## src/rtl/core/button_press_classifier_top_assert.svh

```systemverilog
// Assertion macros for the button press classifier top level.
// Depends on nothing; included by button_press_classifier_top.sv.
`ifndef BUTTON_PRESS_CLASSIFIER_TOP_ASSERT_SVH
`define BUTTON_PRESS_CLASSIFIER_TOP_ASSERT_SVH

// same-cycle implication
`define BPC_ASSERT_NOW(label, clk, rst_n, ante, cons, msg) \
    label: assert property (@(posedge clk) disable iff (!rst_n) (ante) |-> (cons)) \
        else $error(msg);

// next-cycle implication
`define BPC_ASSERT_NEXT(label, clk, rst_n, ante, cons, msg) \
    label: assert property (@(posedge clk) disable iff (!rst_n) (ante) |=> (cons)) \
        else $error(msg);

`endif

```

## src/rtl/core/bpc_pkg.sv

```systemverilog
// Shared widths, reset values and codes for the button press classifier.
// Depends on nothing; used by the channel interfaces and the top level.
package bpc_pkg;

    localparam int NUM_BUTTONS = 3;

    localparam int LEVEL_W    = 3;
    localparam int DEBOUNCE_W = 11;
    localparam int POLL_W     = 11;
    localparam int LONG_W     = 12;
    localparam int DUR_W      = 13;
    localparam int CFG_IDX_W  = 2;
    localparam int CFG_DATA_W = 12;
    localparam int BTN_W      = 2;
    localparam int KIND_W     = 2;

    localparam logic [DEBOUNCE_W-1:0] DEBOUNCE_RESET = 11'd70;
    localparam logic [POLL_W-1:0]     POLL_RESET     = 11'd20;
    localparam logic [LONG_W-1:0]     LONG_RESET     = 12'd1500;
    localparam logic [DUR_W-1:0]      DUR_MAX        = 13'd8191;

    localparam logic [CFG_IDX_W-1:0] CFG_DEBOUNCE = 2'd0;
    localparam logic [CFG_IDX_W-1:0] CFG_POLL     = 2'd1;
    localparam logic [CFG_IDX_W-1:0] CFG_LONG     = 2'd2;

    localparam logic [BTN_W-1:0] BTN_NONE  = 2'd0;
    localparam logic [BTN_W-1:0] BTN_LEFT  = 2'd1;
    localparam logic [BTN_W-1:0] BTN_ENTER = 2'd2;
    localparam logic [BTN_W-1:0] BTN_RIGHT = 2'd3;

    localparam logic [KIND_W-1:0] KIND_NONE  = 2'd0;
    localparam logic [KIND_W-1:0] KIND_SHORT = 2'd1;
    localparam logic [KIND_W-1:0] KIND_LONG  = 2'd2;

endpackage

```

## src/rtl/core/bpc_tick_if.sv

```systemverilog
// Input channel: one 1 ms tick with button levels and a read strobe.
// Depends on bpc_pkg.
interface bpc_tick_if
    import bpc_pkg::*;
();
    logic               valid;
    logic               ready;
    logic [LEVEL_W-1:0] button_levels;
    logic               read_event;

    modport source (output valid, output button_levels, output read_event, input ready);
    modport sink   (input valid, input button_levels, input read_event, output ready);
endinterface

```

## src/rtl/core/bpc_event_if.sv

```systemverilog
// Result channel: the event latch as seen after one tick.
// Depends on bpc_pkg.
interface bpc_event_if
    import bpc_pkg::*;
();
    logic              valid;
    logic              ready;
    logic              event_pending;
    logic [BTN_W-1:0]  event_button;
    logic [KIND_W-1:0] event_kind;

    modport source (output valid, output event_pending, output event_button,
                    output event_kind, input ready);
    modport sink   (input valid, input event_pending, input event_button,
                    input event_kind, output ready);
endinterface

```

## src/rtl/core/button_press_classifier_top.sv

```systemverilog
// Button press classifier: debounce, short and long press detection for three buttons.
// Depends on bpc_pkg, bpc_tick_if, bpc_event_if and button_press_classifier_top_assert.svh.
//
// One tick is taken every clock cycle while the result side does not stall. A tick is
// captured in an input register, the press state and event latch are updated by one
// pass of counter and compare logic, and the result then lands in an output register.
// A stall on the result side holds both registers; there is no start-up sweep, so
// ticks are taken from the first cycle after reset. Configuration writes go straight
// into the three interval registers and must be made while no tick is in flight.
module button_press_classifier_top
    import bpc_pkg::*;
(
    input  logic                  i_clk,
    input  logic                  i_rst_n,
    input  logic                  i_cfg_we,
    input  logic [CFG_IDX_W-1:0]  i_cfg_index,
    input  logic [CFG_DATA_W-1:0] i_cfg_data,
    bpc_tick_if.sink              i_tick,
    bpc_event_if.source           o_event
);

    `include "button_press_classifier_top_assert.svh"

    typedef enum logic [1:0] {
        PH_IDLE     = 2'd0,
        PH_DEBOUNCE = 2'd1,
        PH_POLL     = 2'd2
    } t_phase;

    logic [DEBOUNCE_W-1:0] r_debounce_ms;
    logic [POLL_W-1:0]     r_poll_ms;
    logic [LONG_W-1:0]     r_long_ms;

    logic                  r_s1_valid;
    logic [LEVEL_W-1:0]    r_s1_levels;
    logic                  r_s1_read;

    t_phase                r_phase,        n_phase;
    logic [LEVEL_W-1:0]    r_prev_levels,  n_prev_levels;
    logic [BTN_W-1:0]      r_active,       n_active;
    logic [POLL_W-1:0]     r_timer,        n_timer;
    logic [DUR_W-1:0]      r_duration,     n_duration;
    logic [BTN_W-1:0]      r_latch_button, n_latch_button;
    logic [KIND_W-1:0]     r_latch_kind,   n_latch_kind;

    logic                  r_out_valid;
    logic                  r_out_pending;
    logic [BTN_W-1:0]      r_out_button;
    logic [KIND_W-1:0]     r_out_kind;

    logic                  w_accept;
    logic                  w_advance;
    logic [LEVEL_W-1:0]    w_falling;
    logic                  w_down;
    logic                  w_expired;
    logic [DUR_W:0]        w_sum;
    logic [BTN_W-1:0]      w_res_button;
    logic [KIND_W-1:0]     w_res_kind;

    assign w_advance      = r_s1_valid && (!r_out_valid || o_event.ready);
    assign i_tick.ready   = !r_s1_valid || w_advance;
    assign w_accept       = i_tick.valid && i_tick.ready;

    assign o_event.valid         = r_out_valid;
    assign o_event.event_pending = r_out_pending;
    assign o_event.event_button  = r_out_button;
    assign o_event.event_kind    = r_out_kind;

    assign w_falling = r_prev_levels & ~r_s1_levels & LEVEL_W'((1 << NUM_BUTTONS) - 1);
    assign w_expired = r_timer <= POLL_W'(1);
    assign w_sum     = {1'b0, r_duration} + (DUR_W + 1)'(r_poll_ms);

    always_comb begin
        case (r_active)
            BTN_LEFT:  w_down = !r_s1_levels[0];
            BTN_ENTER: w_down = !r_s1_levels[1];
            BTN_RIGHT: w_down = !r_s1_levels[2];
            default:   w_down = 1'b0;
        endcase
    end

    always_comb begin
        n_phase        = r_phase;
        n_active       = r_active;
        n_timer        = r_timer;
        n_duration     = r_duration;
        w_res_button   = r_latch_button;
        w_res_kind     = r_latch_kind;
        n_prev_levels  = r_s1_levels;
        unique case (r_phase)
            PH_DEBOUNCE: begin
                if (!w_expired) begin
                    n_timer = r_timer - POLL_W'(1);
                end else if (w_down) begin
                    n_duration = DUR_W'(r_debounce_ms);
                    n_timer    = r_poll_ms;
                    n_phase    = PH_POLL;
                end else begin
                    n_phase = PH_IDLE;
                end
            end
            PH_POLL: begin
                if (!w_expired) begin
                    n_timer = r_timer - POLL_W'(1);
                end else if (!w_down) begin
                    if (r_duration != '0) begin
                        w_res_kind   = KIND_SHORT;
                        w_res_button = r_active;
                    end
                    n_phase = PH_IDLE;
                end else if (r_duration < DUR_W'(r_long_ms)) begin
                    n_duration = w_sum[DUR_W] ? DUR_MAX : w_sum[DUR_W-1:0];
                    n_timer    = r_poll_ms;
                end else begin
                    w_res_kind   = KIND_LONG;
                    w_res_button = r_active;
                    n_phase      = PH_IDLE;
                end
            end
            default: begin
                n_phase = PH_IDLE;
                if (w_falling != '0) begin
                    if (w_falling[2]) begin
                        n_active = BTN_RIGHT;
                    end else if (w_falling[1]) begin
                        n_active = BTN_ENTER;
                    end else begin
                        n_active = BTN_LEFT;
                    end
                    n_duration = '0;
                    n_timer    = r_debounce_ms;
                    n_phase    = PH_DEBOUNCE;
                end
            end
        endcase
        n_latch_button = r_s1_read ? BTN_NONE  : w_res_button;
        n_latch_kind   = r_s1_read ? KIND_NONE : w_res_kind;
    end

    always_ff @(posedge i_clk) begin
        if (!i_rst_n) begin
            r_debounce_ms  <= DEBOUNCE_RESET;
            r_poll_ms      <= POLL_RESET;
            r_long_ms      <= LONG_RESET;
            r_s1_valid     <= 1'b0;
            r_out_valid    <= 1'b0;
            r_phase        <= PH_IDLE;
            r_prev_levels  <= '1;
            r_active       <= BTN_NONE;
            r_timer        <= '0;
            r_duration     <= '0;
            r_latch_button <= BTN_NONE;
            r_latch_kind   <= KIND_NONE;
        end else begin
            if (i_cfg_we) begin
                unique case (i_cfg_index)
                    CFG_DEBOUNCE: r_debounce_ms <= i_cfg_data[DEBOUNCE_W-1:0];
                    CFG_POLL:     r_poll_ms     <= i_cfg_data[POLL_W-1:0];
                    CFG_LONG:     r_long_ms     <= i_cfg_data[LONG_W-1:0];
                    default: begin
                    end
                endcase
            end
            if (w_accept) begin
                r_s1_valid <= 1'b1;
            end else if (w_advance) begin
                r_s1_valid <= 1'b0;
            end
            if (w_advance) begin
                r_out_valid    <= 1'b1;
                r_phase        <= n_phase;
                r_prev_levels  <= n_prev_levels;
                r_active       <= n_active;
                r_timer        <= n_timer;
                r_duration     <= n_duration;
                r_latch_button <= n_latch_button;
                r_latch_kind   <= n_latch_kind;
            end else if (o_event.ready) begin
                r_out_valid <= 1'b0;
            end
        end
    end

    always_ff @(posedge i_clk) begin
        if (w_accept) begin
            r_s1_levels <= i_tick.button_levels;
            r_s1_read   <= i_tick.read_event;
        end
        if (w_advance) begin
            r_out_pending <= (w_res_kind != KIND_NONE);
            r_out_button  <= w_res_button;
            r_out_kind    <= w_res_kind;
        end
    end

    `BPC_ASSERT_NOW(a_event_has_button, i_clk, i_rst_n,
        r_out_valid && (r_out_kind != KIND_NONE), r_out_button != BTN_NONE,
        "event reported without a button")
    `BPC_ASSERT_NOW(a_armed_has_button, i_clk, i_rst_n,
        r_phase != PH_IDLE, r_active != BTN_NONE,
        "press tracking active without a button")
    `BPC_ASSERT_NEXT(a_state_holds_on_stall, i_clk, i_rst_n,
        !w_advance, $stable(r_phase) && $stable(r_timer) && $stable(r_latch_kind),
        "press state moved without a tick")
    `BPC_ASSERT_NEXT(a_read_clears_latch, i_clk, i_rst_n,
        w_advance && r_s1_read, r_latch_kind == KIND_NONE && r_latch_button == BTN_NONE,
        "event latch not cleared by read")

endmodule
```

## src/flat_wrapper.sv

```systemverilog
// flat-port wrapper written by rule: the top's interface ports become plain ports
module button_press_classifier_top_flat import bpc_pkg::*;
  (i_clk, i_rst_n, i_cfg_we, i_cfg_index, i_cfg_data, i_tick_valid, i_tick_button_levels, i_tick_read_event, i_tick_ready, o_event_valid, o_event_event_pending, o_event_event_button, o_event_event_kind, o_event_ready);
  bpc_tick_if i_tick_i ();
  bpc_event_if o_event_i ();
  input  logic i_clk;
  input  logic i_rst_n;
  input  logic i_cfg_we;
  input  logic [CFG_IDX_W-1:0] i_cfg_index;
  input  logic [CFG_DATA_W-1:0] i_cfg_data;
  input wire logic [$bits(i_tick_i.valid)-1:0] i_tick_valid;
  input wire logic [$bits(i_tick_i.button_levels)-1:0] i_tick_button_levels;
  input wire logic [$bits(i_tick_i.read_event)-1:0] i_tick_read_event;
  output wire logic [$bits(i_tick_i.ready)-1:0] i_tick_ready;
  output wire logic [$bits(o_event_i.valid)-1:0] o_event_valid;
  output wire logic [$bits(o_event_i.event_pending)-1:0] o_event_event_pending;
  output wire logic [$bits(o_event_i.event_button)-1:0] o_event_event_button;
  output wire logic [$bits(o_event_i.event_kind)-1:0] o_event_event_kind;
  input wire logic [$bits(o_event_i.ready)-1:0] o_event_ready;
  assign i_tick_i.valid = i_tick_valid;
  assign i_tick_i.button_levels = i_tick_button_levels;
  assign i_tick_i.read_event = i_tick_read_event;
  assign i_tick_ready = i_tick_i.ready;
  assign o_event_valid = o_event_i.valid;
  assign o_event_event_pending = o_event_i.event_pending;
  assign o_event_event_button = o_event_i.event_button;
  assign o_event_event_kind = o_event_i.event_kind;
  assign o_event_i.ready = o_event_ready;
  button_press_classifier_top u_core (.i_clk(i_clk), .i_rst_n(i_rst_n), .i_cfg_we(i_cfg_we), .i_cfg_index(i_cfg_index), .i_cfg_data(i_cfg_data), .i_tick(i_tick_i), .o_event(o_event_i));
endmodule
```

## config.mk

```make
export PLATFORM = sky130hd
export DESIGN_NAME = button_press_classifier_top_flat
export DESIGN_NICKNAME = d
export VERILOG_FILES = /design/src/rtl/core/bpc_pkg.sv /design/src/rtl/core/bpc_tick_if.sv /design/src/rtl/core/bpc_event_if.sv /design/src/rtl/core/button_press_classifier_top.sv /design/src/flat_wrapper.sv
export VERILOG_INCLUDE_DIRS = /design/src /design/src/rtl/core
export SDC_FILE = /design/constraint.sdc
export NUM_CORES = 1
export LEC_CHECK = 0
export ABC_AREA = 1
export BUFFER_PORTS_ARGS = -buffer_cell sky130_fd_sc_hd__buf_2
export CAP_MARGIN = 5
export CORE_ASPECT_RATIO = 1.1
export CORE_MARGIN = 2
export CORE_UTILIZATION = 28
export DETAILED_ROUTE_END_ITERATION = 8
export GPL_TIMING_DRIVEN = 0
export MAX_ROUTING_LAYER = met4
export PLACE_DENSITY = 0.4
export SLEW_MARGIN = 40
export SYNTH_ARGS = -nofsm -noshare
export SYNTH_HDL_FRONTEND = slang
export SYNTH_SLANG_ARGS = --single-unit
```

## constraint.sdc

```tcl
create_clock -name i_clk -period 5.75 [get_ports i_clk]
set_input_delay 0.2875 -clock i_clk [delete_from_list [all_inputs] [get_ports i_clk]]
set_output_delay 0.2875 -clock i_clk [all_outputs]
set_load 0.02 [all_outputs]
```

==> impl_metrics.toml <==
[timing]
hold_viol_final = 0
max_slew_margin_pct = 46.54
period_share_pct = 44.57
drv_slew = 0
worst_pin_slew_ps = 797.6
setup-violations-final = 0
fin_setup_tns_ps = 0
period_minus_slack_ps = 2563
fin_skew_ps = 7.160
clock.fmax_ghz = 0.3902
rsz0062_at_grt = "false"

[cells_and_area]
instances_no_fill = 1023
final_common_cell = "nand2_1"
synthToLayoutAreaGrowth_pct = 15.16
diodes = 0
drive_above_1_share_pct = 8.999
layout_common_cells = "206 x nand2_1, 103 x inv_1, 96 x nor2_1"
fillers = 1927
final_net_count = 834

[worst_setup_path]
critPathMaxFanout = 8
cp.arrival_ps = 2770
startpoint = "u_core.r_duration[10]"
crit_chain = "ha_1 > inv_1 > o21ai_0 > nand3_1 > nand2_1 > nor2_1 > nand2_1 > nand2_1 > o21ai_0 > nand2_1 > a21oi_2"
crit_slowest_cell = "nor2_1"
start_kind = "flop"
end_kind = "flop"
critPathKind = "flop to flop"
cp_common_cell = "nand2_1"
reg2reg_from = "u_core.r_duration[10]"
worstPathRequired_ps = 5950
max_stage_delay_ps = 530

[clock_tree]
cts_hold_buf = 0
post_cts_resized = 0
cts_sinks = 80
clockBufferDepth = 2
root_buffer = "clkbuf_16"
clk_latency_ps = 350
postCtsSetupBuffers = 0
cts_tree = "built"
cts_inserted_buffers = 9
cts-htree-levels = 3
path_clk_slew_ps = 60

[detailed_routing]
routed_wl_microns = 16180
avgRoutedWirePerCell_microns = 15.82
drt_iter0_drc = 249
drcViolationCount = 0
ant_nets = 0
avgViaCountPerCell = 4.625
drtPass1Iterations = 4
vias = 4731

[power]
switchingPower_w = 0.0004696
pwr-share-clk_pct = 40.4
p_leak_nw = 2.713
vdd_drop_max_uv = 145.6
seq_power_share_pct = 40.0
p_sw_share_pct = 30.56
power_density_mw_per_mm2 = 269.9
power.internal_w = 0.001067
p_comb_share_pct = 19.6
power_w = 0.001537

[global_routing]
grt_pass1_vias = 4723
antenna_found_initial = 0
grt_pass1_wl_microns = 25440
track_usage_pct = 18.92
grt_max_degree = 15
globalRouteOverflowTotal = 0

[die]
ioPinCount = 30
row_count = 50
initial_core_util_pct = 28.84
design.die.area_sq_mm = 0.01874
die_x_microns = 130.7
die_h_microns = 143.4
coreArea_sq_mm = 0.01714

[placement]
gp_congestion = 0.8633
dp_hpwl_microns = 12990
portBuffers = 28
placed_cells = 1007

[job]
maxCapViolations = 0

[synth]
netlist_area_sq_mm = 0.004943
synthXorXnorAreaFrac_pct = 1.772
yosysSeqAreaShare_pct = 34.22
postSynthCellCount = 745
ys_warn_count = 0
synth_top_family_by_area = "simple AND/OR/NAND/NOR gates"
syn_avg_cell_area_sq_um = 6.636
syn_nets = 795
synth_mux_area_share_pct = 0
ys_ff_latch = 80
synth_cell_types = 37
synth-simple-area-share_pct = 34.24
synth_fa_ha_area_share_pct = 6.986
synth_compound_gate_area_share_pct = 12.86

[hold_path]
min_from = "i_tick_button_levels[0]"
hold_path.class = "primary input to flop"

[status]
status = "finished clean"
final timing paths:
check | endpoint | slack (ps) | depth (start not counted)
setup / recovery | u_core.r_duration[5] | 3190 | 11
hold / removal | u_core.n_prev_levels[0] | 110 | 1
setup reg to reg | u_core.r_duration[5] | 3190 | 11
hold reg to reg | u_core.r_long_ms[5] | 460 | 2
power groups by stage:
stage	clock, W	sequential, W	combinational [W]
2_1_floorplan	0	0.000623	0.000217
3_3_place_gp	0	0.000627	0.000303
3_5_place_dp	0	0.000627	0.000304
4_1_cts	0.000639	0.000615	0.000306
5_1_grt	0.000662	0.000618	0.000343
6_report	0.000620	0.000615	0.000302
per-layer routing:
metal	vias up	track usage, %	routed length (microns)
met5	-	-	0
met4	0	10.86	747
met3	35	2.345	575
li1	2456	-	-
met2	95	28.97	7410
met1	2145	24.00	7445
worst max-delay path, delay by kind of cell (launching register included):
family                   cells  cell delay [ps]
buffers and inverters        1              120
adder cells (fa/ha/maj)      1              330
AND/OR/NAND/NOR              6             1160
AO/OA/AOI/OAI                3              330
flip-flops                   1              480
through the flow:
stage | hold slack (ps) | util [%] | setup WS [ps] | area, sq um
2_1_floorplan | 386.4 | - | 3952 | 4943
3_3_place_gp | 451.9 | 31.37 | 3152 | 5376
3_5_place_dp | 455.0 | 31.37 | 3192 | 5376
5_1_grt | 94.93 | 33.21 | 3017 | 5693
6_report | 111.8 | 33.21 | 3187 | 5693
4_1_cts | 94.49 | 33.21 | 3139 | 5693
cell usage after synthesis, drive strengths merged:
library cell	count	share of area, %
nand2	214	17
inv	105	8.0
nor2	101	8.8
dfxtp	71	29
nand3	54	5.8
a21oi	47	5.1
o21ai	45	4.6
ha	26	6.6
clkbuf	14	1.1
o211ai	13	2.0
edfxtp	9	5.5
xor2	8	1.4
nand4	7	0.89
a21boi	6	0.91
nor3	6	0.71
buf	5	0.66
nand3b	3	0.46
or2	3	0.38
and2	2	0.25
xnor2	2	0.35
a21o	1	0.15
a31oi	1	0.13
clkinv	1	0.18
fa	1	0.40
area by class of cell:
type / count / area, sq um / area share, %
tap: 234 / 292.8 / 5.143
multi-input combinational: 540 / 2761 / 48.51
inverter: 106 / 405.4 / 7.121
clock inverter: 4 / 48.80 / 0.8571
clock buffer: 12 / 267.8 / 4.703
timing repair buffer: 28 / 140.1 / 2.462
sequential: 80 / 1692 / 29.71
buffer: 19 / 85.08 / 1.495
logic make-up (layout without fill, tap and decap cells):
group,count (synthesis),after routing
buffers and inverters,125,169
AO/OA/AOI/OAI,113,113
adder cells (fa/ha/maj),27,27
flip-flops,80,80
XOR/XNOR,10,10
AND/OR/NAND/NOR,390,390
registers in the layout (all words and copies together), names as in the netlist, 2 cells and up:
signal                       flops
u_core.r_long_ms                12
u_core.o_event.event_kind        2
u_core.o_event.event_button      2
u_core.r_latch_button            2
u_core.r_active                  2
u_core.r_timer                  11
u_core.r_phase                   2
u_core.n_prev_levels             3
u_core.r_debounce_ms            11
u_core.r_duration               13
u_core.r_poll_ms                11
u_core.r_latch_kind              2
u_core.r_prev_levels             3
No activity file was read; power rests on OpenSTA's default activity.
